==> config.mk <==
export PLATFORM = sky130hd
export DESIGN_NAME = button_debounce_long_press
export DESIGN_NICKNAME = d
export VERILOG_FILES = /design/src/sv/bdlp_pkg.sv /design/src/sv/button_debounce_long_press.sv /design/src/sv/bdlp_button.sv
export SDC_FILE = /design/constraint.sdc
export NUM_CORES = 1
export LEC_CHECK = 0
export BUFFER_PORTS_ARGS = -buffer_cell sky130_fd_sc_hd__buf_4
export CORE_MARGIN = 2
export CORE_UTILIZATION = 30
export CTS_CLUSTER_SIZE = 24
export DETAILED_ROUTE_END_ITERATION = 10
export RECOVER_POWER = 25
export SYNTH_ARGS = -nofsm -noshare
export SYNTH_HDL_FRONTEND = slang
export SYNTH_SLANG_ARGS = --single-unit
==> constraint.sdc <==
create_clock -name clk_i -period 4.5 [get_ports clk_i]
set_input_delay 0.225 -clock clk_i [delete_from_list [all_inputs] [get_ports clk_i]]
set_output_delay 0.225 -clock clk_i [all_outputs]
set_load 0.02 [all_outputs]
==> src/sv/bdlp_pkg.sv <==
// Package for the button debouncer with long-press detection.
// Holds event and status codes, register indexes and the configuration struct.
// No dependencies.
package bdlp_pkg;

  // Fixed field widths
  localparam int unsigned LevelsW   = 3;
  localparam int unsigned EventW    = 3;
  localparam int unsigned DebW      = 10;
  localparam int unsigned LongW     = 16;
  localparam int unsigned CountW    = 16;
  localparam int unsigned CfgIdxW   = 2;
  localparam int unsigned CfgDataW  = 16;
  localparam int unsigned NumFields = 3;

  // Register indexes on the configuration port
  localparam logic [CfgIdxW-1:0] CFG_DEBOUNCE   = 2'd0;
  localparam logic [CfgIdxW-1:0] CFG_LONG_PRESS = 2'd1;

  // Reset values of the registers
  localparam logic [DebW-1:0]  DEB_RESET  = 10'd20;
  localparam logic [LongW-1:0] LONG_RESET = 16'd3000;

  // Per-button status
  localparam logic [1:0] ST_NONE  = 2'd0;
  localparam logic [1:0] ST_PRESS = 2'd1;
  localparam logic [1:0] ST_LONG  = 2'd2;

  // Event codes
  localparam logic [EventW-1:0] EV_NONE       = 3'd0;
  localparam logic [EventW-1:0] EV_PRESS      = 3'd1;
  localparam logic [EventW-1:0] EV_LONG       = 3'd2;
  localparam logic [EventW-1:0] EV_PRESS_FREE = 3'd3;
  localparam logic [EventW-1:0] EV_LONG_FREE  = 3'd4;

  // Configuration shared by all buttons
  typedef struct packed {
    logic [DebW-1:0]  debounce;
    logic [LongW-1:0] long_press;
  } cfg_t;

endpackage

==> src/sv/button_debounce_long_press.sv <==
// Debouncer with press and long-press detection for up to three buttons. Each input
// beat is one tick of raw active-low key levels; each output beat holds one event
// code per button. One tick is accepted every cycle while the result register is
// not stalled. A tick lands in the input register when accepted and its events in
// the result register after it, from which the result beat is offered. The
// per-button update is a single pass of compare logic between the two registers;
// only a stalled result holds the input back. The user must write configuration
// through cfg_we_i/cfg_idx_i/cfg_data_i only while no tick is in flight; the block
// itself does not enforce this.
// Depends on bdlp_pkg and bdlp_button.
module button_debounce_long_press
  import bdlp_pkg::*;
#(
  parameter int unsigned NUM_BUTTONS = 3
) (
  input  logic                clk_i,
  input  logic                rst_ni,
  // tick input
  input  logic                in_valid_i,
  output logic                in_ready_o,
  input  logic [LevelsW-1:0]  key_levels_i,
  // event output
  output logic                out_valid_o,
  input  logic                out_ready_i,
  output logic [EventW-1:0]   event_0_o,
  output logic [EventW-1:0]   event_1_o,
  output logic [EventW-1:0]   event_2_o,
  // configuration
  input  logic                cfg_we_i,
  input  logic [CfgIdxW-1:0]  cfg_idx_i,
  input  logic [CfgDataW-1:0] cfg_data_i
);

  localparam int unsigned NumLive = (NUM_BUTTONS < NumFields) ? NUM_BUTTONS : NumFields;

  cfg_t               cfg_q;
  logic               s1_valid_q;
  logic [LevelsW-1:0] levels_q;
  logic               advance;
  logic               out_valid_q;
  logic [EventW-1:0]  ev      [NumFields];
  logic [EventW-1:0]  ev_q    [NumFields];

  // Configuration registers
  always_ff @(posedge clk_i or negedge rst_ni) begin
    if (!rst_ni) begin
      cfg_q.debounce   <= DEB_RESET;
      cfg_q.long_press <= LONG_RESET;
    end else if (cfg_we_i) begin
      case (cfg_idx_i)
        CFG_DEBOUNCE:   cfg_q.debounce   <= cfg_data_i[DebW-1:0];
        CFG_LONG_PRESS: cfg_q.long_press <= cfg_data_i[LongW-1:0];
        default:        cfg_q            <= cfg_q;
      endcase
    end
  end

  // Handshake: the input stage moves on when the result register is free or leaving
  assign advance    = !out_valid_q || out_ready_i;
  assign in_ready_o = !s1_valid_q || advance;

  // Input register
  always_ff @(posedge clk_i or negedge rst_ni) begin
    if (!rst_ni) begin
      s1_valid_q <= 1'b0;
    end else if (in_ready_o) begin
      s1_valid_q <= in_valid_i;
    end
  end

  always_ff @(posedge clk_i) begin
    if (in_valid_i && in_ready_o) begin
      levels_q <= key_levels_i;
    end
  end

  // Per-button logic
  for (genvar i = 0; i < NumFields; i++) begin : g_btn
    if (i < NumLive) begin : g_live
      bdlp_button u_btn (
        .clk_i   (clk_i),
        .rst_ni  (rst_ni),
        .en_i    (s1_valid_q && advance),
        .level_i (levels_q[i]),
        .cfg_i   (cfg_q),
        .event_o (ev[i])
      );
    end else begin : g_idle
      assign ev[i] = EV_NONE;
    end
  end

  // Result register
  always_ff @(posedge clk_i or negedge rst_ni) begin
    if (!rst_ni) begin
      out_valid_q <= 1'b0;
    end else if (advance) begin
      out_valid_q <= s1_valid_q;
    end
  end

  always_ff @(posedge clk_i) begin
    if (s1_valid_q && advance) begin
      ev_q <= ev;
    end
  end

  assign out_valid_o = out_valid_q;
  assign event_0_o   = ev_q[0];
  assign event_1_o   = ev_q[1];
  assign event_2_o   = ev_q[2];

  // A tick that moves on from the input stage lands in the result register
  a_fill: assert property (@(posedge clk_i) disable iff (!rst_ni)
    s1_valid_q && advance |=> out_valid_q)
    else $error("tick lost between stages");

  a_hold: assert property (@(posedge clk_i) disable iff (!rst_ni)
    s1_valid_q && !advance |=> s1_valid_q && $stable(levels_q))
    else $error("stalled tick changed");

  a_free: assert property (@(posedge clk_i) disable iff (!rst_ni)
    !s1_valid_q |-> in_ready_o)
    else $error("empty input stage not ready");

endmodule

==> src/sv/bdlp_button.sv <==
// One button: level latch, saturating stable-tick counter and press status.
// Event is combinational from the current tick's level; state updates on en_i.
// Depends on bdlp_pkg.
module bdlp_button
  import bdlp_pkg::*;
(
  input  logic              clk_i,
  input  logic              rst_ni,
  input  logic              en_i,
  input  logic              level_i,
  input  cfg_t              cfg_i,
  output logic [EventW-1:0] event_o
);

  logic              latch_q, latch_d;
  logic [CountW-1:0] cnt_q, cnt_d;
  logic [1:0]        status_q, status_d;
  logic [CountW-1:0] cnt_inc;
  logic              past_deb, past_long;

  // Saturating increment and threshold compares
  assign cnt_inc   = (cnt_q == {CountW{1'b1}}) ? cnt_q : cnt_q + CountW'(1);
  assign past_deb  = cnt_inc > CountW'(cfg_i.debounce);
  assign past_long = cnt_inc > cfg_i.long_press;

  // Next state and event
  always_comb begin
    latch_d  = latch_q;
    cnt_d    = cnt_q;
    status_d = status_q;
    event_o  = EV_NONE;
    if (level_i != latch_q) begin
      latch_d = level_i;
      cnt_d   = '0;
    end else begin
      cnt_d = cnt_inc;
      if (past_deb) begin
        if (!level_i) begin
          if (status_q == ST_NONE) begin
            status_d = ST_PRESS;
            event_o  = EV_PRESS;
          end
          if (past_long && (status_d == ST_PRESS)) begin
            status_d = ST_LONG;
            event_o  = EV_LONG;
          end
        end else begin
          case (status_q)
            ST_PRESS: event_o = EV_PRESS_FREE;
            ST_LONG:  event_o = EV_LONG_FREE;
            default:  event_o = EV_NONE;
          endcase
          status_d = ST_NONE;
        end
      end
    end
  end

  // State registers
  always_ff @(posedge clk_i or negedge rst_ni) begin
    if (!rst_ni) begin
      latch_q  <= 1'b0;
      cnt_q    <= '0;
      status_q <= ST_NONE;
    end else if (en_i) begin
      latch_q  <= latch_d;
      cnt_q    <= cnt_d;
      status_q <= status_d;
    end
  end

  // A level change always restarts the count
  a_change_clears: assert property (@(posedge clk_i) disable iff (!rst_ni)
    en_i && (level_i != latch_q) |=> (cnt_q == '0) && (latch_q == $past(level_i)))
    else $error("counter not restarted on level change");

  // A long press event leaves the button in long-pressed status
  a_long_status: assert property (@(posedge clk_i) disable iff (!rst_ni)
    en_i && (event_o == EV_LONG) |=> status_q == ST_LONG)
    else $error("long press without long status");

  // Any release returns the status to none
  a_release_none: assert property (@(posedge clk_i) disable iff (!rst_ni)
    en_i && ((event_o == EV_PRESS_FREE) || (event_o == EV_LONG_FREE)) |=> status_q == ST_NONE)
    else $error("release left status set");

endmodule

==> results_dict.tcl, run 1 <==
set metrics [dict create \
    max_stage_delay_ns 0.52 \
    synth_xor_area_frac 0.0433 \
    die_w_um 155 \
    core_um2 22500 \
    max_freq_mhz 247 \
    hold_violations 0 \
    slowest_stage "or3_1" \
    outcome "finished, violations left" \
    synth_area_leaders "dfrtp_1 (28%), ha_1 (15%), edfxtp_1 (5.3%), nand2_1 (5.2%), o21ai_0 (4.5%)" \
    drtAntennaViolNets 0 \
    synthSimpleGateAreaFrac 0.191 \
    grt_pass1_wl_mm 29.3 \
    grt_start_max_net_pins 46 \
    postCtsSetupBuffers 0 \
    crit_fanout 9 \
    port_buffers 36 \
    firstDrtPassIters 5 \
    irDropWorstVdd_mv 0.152 \
    drcViolationCount 0 \
    layout_common_cells "nand2_1 (95), ha_1 (81), dfrtp_1 (76), o21ai_0 (61), inv_1 (48)" \
    synthesis.nets 847 \
    end_kind "register" \
    cts_hold_buffers 1 \
    p_comb_frac 0.268 \
    die_height_um 155 \
    grt-ovfl-total 0 \
    internal_power_uw 1650 \
    cap_violations 1 \
    muxShareOfSynthArea 0.0451 \
    synth-edff-count 12 \
    ios 37 \
    crit_family "simple AND/OR/NAND/NOR gates" \
    switching_power_uw 842 \
    rsz0062_at_grt "no" \
    yosys.area.top_type "dfrtp_1" \
    insertion_delay_ns 0.36 \
    grt_antenna_before_repair 0 \
    clkPwrFrac 0.304 \
    avgRoutedWirePerCell_um 16.5 \
    fin_skew_ns 0.00971 \
    critPathRequiredTime_ns 4.60 \
    drt_iter0_drc 486 \
    syn_area_um2 6850 \
    cts.clk_slew.worst_paths_ns 0.07 \
    start_util 0.304 \
    path_class "register to register" \
    final_cell_area_um2 7770 \
    ys_seq_area_frac 0.365 \
    pwr-share-seq 0.428 \
    regToRegSetupSlack_ns 0.46 \
    nets 887 \
    ctsRootBufferMaster "clkbuf_16" \
    synth_compound_area_frac 0.169 \
    fp-row-count 55 \
    dp_hpwl_mm 13.1 \
    critPathBufInv 0 \
    hold_class "input port to register" \
    yosys_warnings 0 \
    synth-seq-cells 97 \
    area_delta_synth_final_pct 13.4 \
    power.density_nw_per_um2 320 \
    grt_pass1_vias 5605 \
    synthCells 740 \
    ctsResizeCount 0 \
    violations "capacitance limit, slew limit" \
    ys_types 66 \
    worst_slew_pin_slew_ns 2.36 \
    cp-start-kind "register" \
    fin_cells 1070 \
    drive_above_1_share 0.140 \
    clk_path_buf_depth 2 \
    final_common_cell "nand2_1" \
    viasPerCell 5.27 \
    netlist.area_leader.share 0.278 \
    setup_tns_ns 0 \
    p_leak_uw 0.00345 \
    synth_top_family_by_area "simple AND/OR/NAND/NOR gates" \
    syn_avg_cell_area_um2 9.26 \
    slew_violations 42 \
    place_congestion 0.900 \
    fin_crit_ns 4.04 \
    worstPathArrival_ns 4.14 \
    placed_cell_area_um2 7480 \
    htree_levels 3 \
    num_antenna_cells 0 \
    gr-usage-all-layers 0.155 \
    dieArea_um2 24100 \
    placed_cells 1053 \
    cts_sinks 97 \
    slew_headroom -0.571 \
    synth_flop_cell "dfrtp_1" \
    finalSetupViolCount 0 \
    cts_buffers 9 \
    crit_chain "nand4_1 > or2_1 > or3_1 > nand2b_1 > nor3_1 > xor2_1 > ha_1 > nand4_1 > nor4_1 > a221oi_1 > a221oi_1 > or3_1 > a211oi_1" \
    synth_fa_ha_area_frac 0.148 \
    vias 5634 \
    finalWirelength_mm 17.6 \
    tritoncts "yes" \
    post-route-period-util 0.899 \
    synthArstFlopShare 0.876 \
    swShare 0.339 \
]
[power groups by stage]
| stage | combinational [uW] | clock (uW) | sequential (uW) |
|---|---|---|---|
| 2_1_floorplan | 452 | 0 | 1070 |
| 3_3_place_gp | 653 | 0 | 1080 |
| 3_5_place_dp | 664 | 0 | 1080 |
| 4_1_cts | 671 | 780 | 1060 |
| 5_1_grt | 771 | 814 | 1080 |
| 6_report | 666 | 757 | 1060 |
[synthesized netlist by cell type, drive strengths merged (5+ instances only)]
library cell  number
a211oi             7
o21a               5
xor2              12
o211ai             6
mux2              23
mux2i              5
nand2             97
nor4              14
a21oi             39
nor3              18
nand4             24
nor4b              5
a22o              24
or3                5
a221oi             5
edfxtp            12
ha                81
nor2              40
o31ai             11
dfstp              9
xnor2             21
and3               7
clkbuf            16
nand2b             7
nand3             19
o21ai             65
dfrtp             76
inv               48
nor2b              5
[routing by layer]
metal  up-vias  track usage  part of all wire
met4         0       0.0507             0.021
met5         -            0                 0
met1      2681        0.212              0.48
met2       126        0.238              0.44
li1       2801            -                 -
met3        26       0.0432             0.055
[flip-flops by register name, summed over array words and instances (netlist names)]
name and count:
g_btn.g_live.u_btn.cnt_q 48, cfg_q 26, g_btn.g_live.u_btn.status_q 6, event_0_o 3, event_1_o 3, event_2_o 3, g_btn.g_live.u_btn.latch_q 3, levels_q 3
out_valid_o 1, s1_valid_q 1
[kinds of logic after synthesis]
family                   Yosys count
flip-flops                        97
XOR/XNOR                          33
buffers and inverters             67
multiplexers                      28
adder cells (fa/ha/maj)           81
AND/OR/NAND/NOR                  254
AO/OA/AOI/OAI                    180
[per-stage QoR]
stage               hold WS [ns]  utilization  power (uW)  setup WS, ns
finish                    0.0623        0.345        2490         0.455
global route              0.0467        0.345        2660        0.0356
CTS                       0.0245        0.345        2520         0.477
detailed placement         0.261        0.332        1740         0.487
global placement           0.252        0.332        1730         0.581
floorplan                -0.0706            -        1520         0.834
[worst paths after layout]
check	from	cells past startpoint	to
hold / removal	key_levels_i[1]	1	levels_q[1]$_DFFE_PP_
max in group asynchronous	rst_ni	3	cfg_q[4]$_DFFE_PN1P_
setup / recovery	g_btn[1].g_live.u_btn.cnt_q[4]$_DFFE_PN0P_	13	event_1_o[0]$_SDFFCE_PP0P_
min in group asynchronous	rst_ni	2	g_btn[1].g_live.u_btn.cnt_q[12]$_DFFE_PN0P_
hold reg to reg	s1_valid_q$_DFFE_PN0N_	1	out_valid_o$_DFFE_PN0P_
setup reg to reg	g_btn[1].g_live.u_btn.cnt_q[4]$_DFFE_PN0P_	13	event_1_o[0]$_SDFFCE_PP0P_
[worst register-to-register path: stages, from the launching register on]
cell and delay [ns]:
dfrtp_1 0.44, nand4_1 0.25, or2_1 0.37, or3_1 0.52, nand2b_1 0.23, nor3_1 0.08
xor2_1 0.19, ha_1 0.32, nand4_1 0.12, nor4_1 0.41, a221oi_1 0.14, a221oi_1 0.47
or3_1 0.18, a211oi_1 0.06
[layout make-up]
cell class / count / area, um2
Fill cell: 2281 / 14700
Multi-Input combinational cell: 576 / 4090
Sequential cell: 97 / 2500
Tap cell: 285 / 357
Timing Repair Buffer: 48 / 355
Clock buffer: 11 / 243
Inverter: 48 / 180
Clock inverter: 5 / 40.0
(Power assumes the default switching activity.)
==> run 2: changes to the inputs <==
--- a/config.mk
+++ b/config.mk
@@ -7,9 +7,10 @@
 export LEC_CHECK = 0
 export BUFFER_PORTS_ARGS = -buffer_cell sky130_fd_sc_hd__buf_4
 export CORE_MARGIN = 2
-export CORE_UTILIZATION = 30
+export CORE_UTILIZATION = 62
 export CTS_CLUSTER_SIZE = 24
 export DETAILED_ROUTE_END_ITERATION = 10
+export PLACE_DENSITY = 0.81
 export RECOVER_POWER = 25
 export SYNTH_ARGS = -nofsm -noshare
 export SYNTH_HDL_FRONTEND = slang
==> run 2 against run 1 <==
- largest cell class unchanged
- sequential power about the same
- register-to-register slack lost 0.06 ns
- sequential cell count unchanged
- clock skew is 0.0014 ns lower
- critical path type unchanged
- clock power decreased by 26%
- critical endpoint unchanged
- via count rose by 4.8%
- largest power group unchanged
- the flow still finishes with violations (capacitance limit, slew limit)
- wire length shrank 1.0%
- first-iteration DRC count down 27%
- design area is 3.9% lower
- sequential share of layout area up 1.3 points
- maximum frequency is 1.5% lower
- global-route usage is 16 points higher
==> results_dict.tcl, run 2 (synthesized netlist as in run 1, its figures left out) <==
set metrics [dict create \
    critPathBufInv 0 \
    outcome "finished, violations left" \
    max_freq_mhz 243 \
    whs_endpoint "levels_q[0]$_DFFE_PP_" \
    firstDrtPassIters 7 \
    worstPathArrival_ns 4.23 \
    grt_pass1_wl_mm 28.6 \
    drcViolationCount 0 \
    max_stage_delay_ns 0.53 \
    nets 882 \
    power.density_nw_per_um2 312 \
    grtUsageMet1 0.409 \
    fin_crit_ns 4.11 \
    fin_skew_ns 0.00831 \
    avgRoutedWirePerCell_um 18.9 \
    ctsRootBufferMaster "clkbuf_8" \
    largestRegisters "g_btn.g_live.u_btn.cnt_q: 48 flops, cfg_q: 26 flops, g_btn.g_live.u_btn.status_q: 6 flops" \
    worst_slew_pin_slew_ns 2.02 \
    cts_sinks 97 \
    max_flop_register "g_btn.g_live.u_btn.cnt_q" \
    grt_antenna_before_repair 0 \
    whs_path_depth 1 \
    slew_headroom -0.348 \
    placed_cell_area_um2 7250 \
    end_kind "register" \
    irDropWorstVdd_mv 0.242 \
    drive_above_1_share 0.135 \
    r2r_end "event_1_o[0]$_SDFFCE_PP0P_" \
    hp-start "key_levels_i[0]" \
    setup_ws_ns 0.393 \
    place_ws_ns 0.388 \
    path_class "register to register" \
    dieArea_um2 11900 \
    crit_family "simple AND/OR/NAND/NOR gates" \
    fp-row-count 38 \
    largest_reg_flops 48 \
    clk_path_buf_depth 2 \
    tritoncts "yes" \
    grt-ovfl-total 0 \
    crit_start "g_btn[1].g_live.u_btn.cnt_q[4]$_DFFE_PN0P_" \
    regToRegSetupSlack_ns 0.39 \
    insertion_delay_ns 0.39 \
    core_um2 10800 \
    hold_class "input port to register" \
    ios 37 \
    r2r_cells 13 \
    drtAntennaViolNets 0 \
    violations "capacitance limit, slew limit" \
    hold_violations 0 \
    vias 5906 \
    use_met3 0.0663 \
    layout_common_cells "nand2_1 (95), ha_1 (81), dfrtp_1 (76), o21ai_0 (61), inv_1 (48)" \
    crit_chain "nand4_1 > or2_1 > or3_1 > nand2b_1 > nor3_1 > xor2_1 > ha_1 > nand4_1 > nor4_1 > a221oi_1 > a221oi_1 > or3_1 > a211oi_1" \
    area_delta_synth_final_pct 8.89 \
    crit_fanout 9 \
    cts_buffers 9 \
    port_buffers 36 \
    finalWirelength_mm 17.4 \
    slew_violations 58 \
    finalHoldWorstSlack_ns 0.0401 \
    finalSetupViolCount 0 \
    postCtsSetupBuffers 0 \
    r2r-start "g_btn[1].g_live.u_btn.cnt_q[4]$_DFFE_PN0P_" \
    post-route-period-util 0.913 \
    gr-usage-all-layers 0.315 \
    cap_violations 2 \
    cts.clk_slew.worst_paths_ns 0.10 \
    htree_levels 3 \
    gr-max-usage-layer "met2" \
    grt_start_max_net_pins 50 \
    drt_iter0_drc 357 \
    critPathRequiredTime_ns 4.63 \
    setup_tns_ns 0 \
    slowest_stage "a221oi_1" \
    final_common_cell "nand2_1" \
    die_height_um 109 \
    grt_pass1_vias 5804 \
    dp_hpwl_mm 13.0 \
    start_util 0.635 \
    die_w_um 109 \
    met2_usage 0.500 \
    viasPerCell 6.42 \
    place_congestion 0.956 \
    final_cell_area_um2 7460 \
    p_leak_uw 0.00338 \
    num_antenna_cells 0 \
    cp-start-kind "register" \
]
[run 2: cell count changes in the layout (fill, tap and decap cells not counted), moves of 2 or more]
cell | previous run | this run
clkinv_2 | 0 | 2
buf_4 | 42 | 35
clkbuf_8 | 1 | 9
clkbuf_16 | 9 | 1
[run 2: worst max path at each step]
| stage | cells past startpoint | endpoint | slack, ns |
|---|---|---|---|
| final | 13 | event_1_o[0]$_SDFFCE_PP0P_ | 0.39 |
| after global routing | 14 | event_0_o[0]$_SDFFCE_PP0P_ | -0.006 |
| after detailed placement | 16 | event_2_o[0]$_SDFFCE_PP0P_ | 0.39 |
| after global placement | 13 | event_1_o[0]$_SDFFCE_PP0P_ | 0.51 |
| after CTS | 16 | event_2_o[0]$_SDFFCE_PP0P_ | 0.34 |
| after floorplan | 16 | event_2_o[0]$_SDFFCE_PP0P_ | 0.83 |
[run 2: cell type report]
type,instances,area (um2)
clock inverter,5,36.3
inverter,48,180
fill,827,3330
multi-input combinational,576,4100
sequential,97,2500
clock buffer,11,153
tap,140,175
timing repair buffer,43,320
[run 2: layer usage]
metal / wire length [um] / vias up
li1: - / 2787
met1: 7440 / 2822
met2: 8160 / 241
met3: 1210 / 56
met4: 616 / 0
met5: 0 / -
[run 2: where the power goes]
| group | switching, uW | leakage (uW) | internal (uW) |
|---|---|---|---|
| clock | 324 | 0.0000988 | 237 |
| sequential | 78.8 | 0.00121 | 987 |
| combinational | 432 | 0.00207 | 269 |
[run 2: repair_timing]
action                     CTS  global route
gates resized for setup      0             2
hold endpoints to repair    37             0
hold buffers                 2             0
setup endpoints to repair    0             3
[run 2: stage by stage]
stage / instances / total power (uW) / util
2_1_floorplan: 740 / 1520 / -
6_report: 920 / 2330 / 0.691
3_3_place_gp: 902 / 1700 / 0.672
4_1_cts: 920 / 2320 / 0.692
5_1_grt: 920 / 2460 / 0.691
3_5_place_dp: 902 / 1760 / 0.672
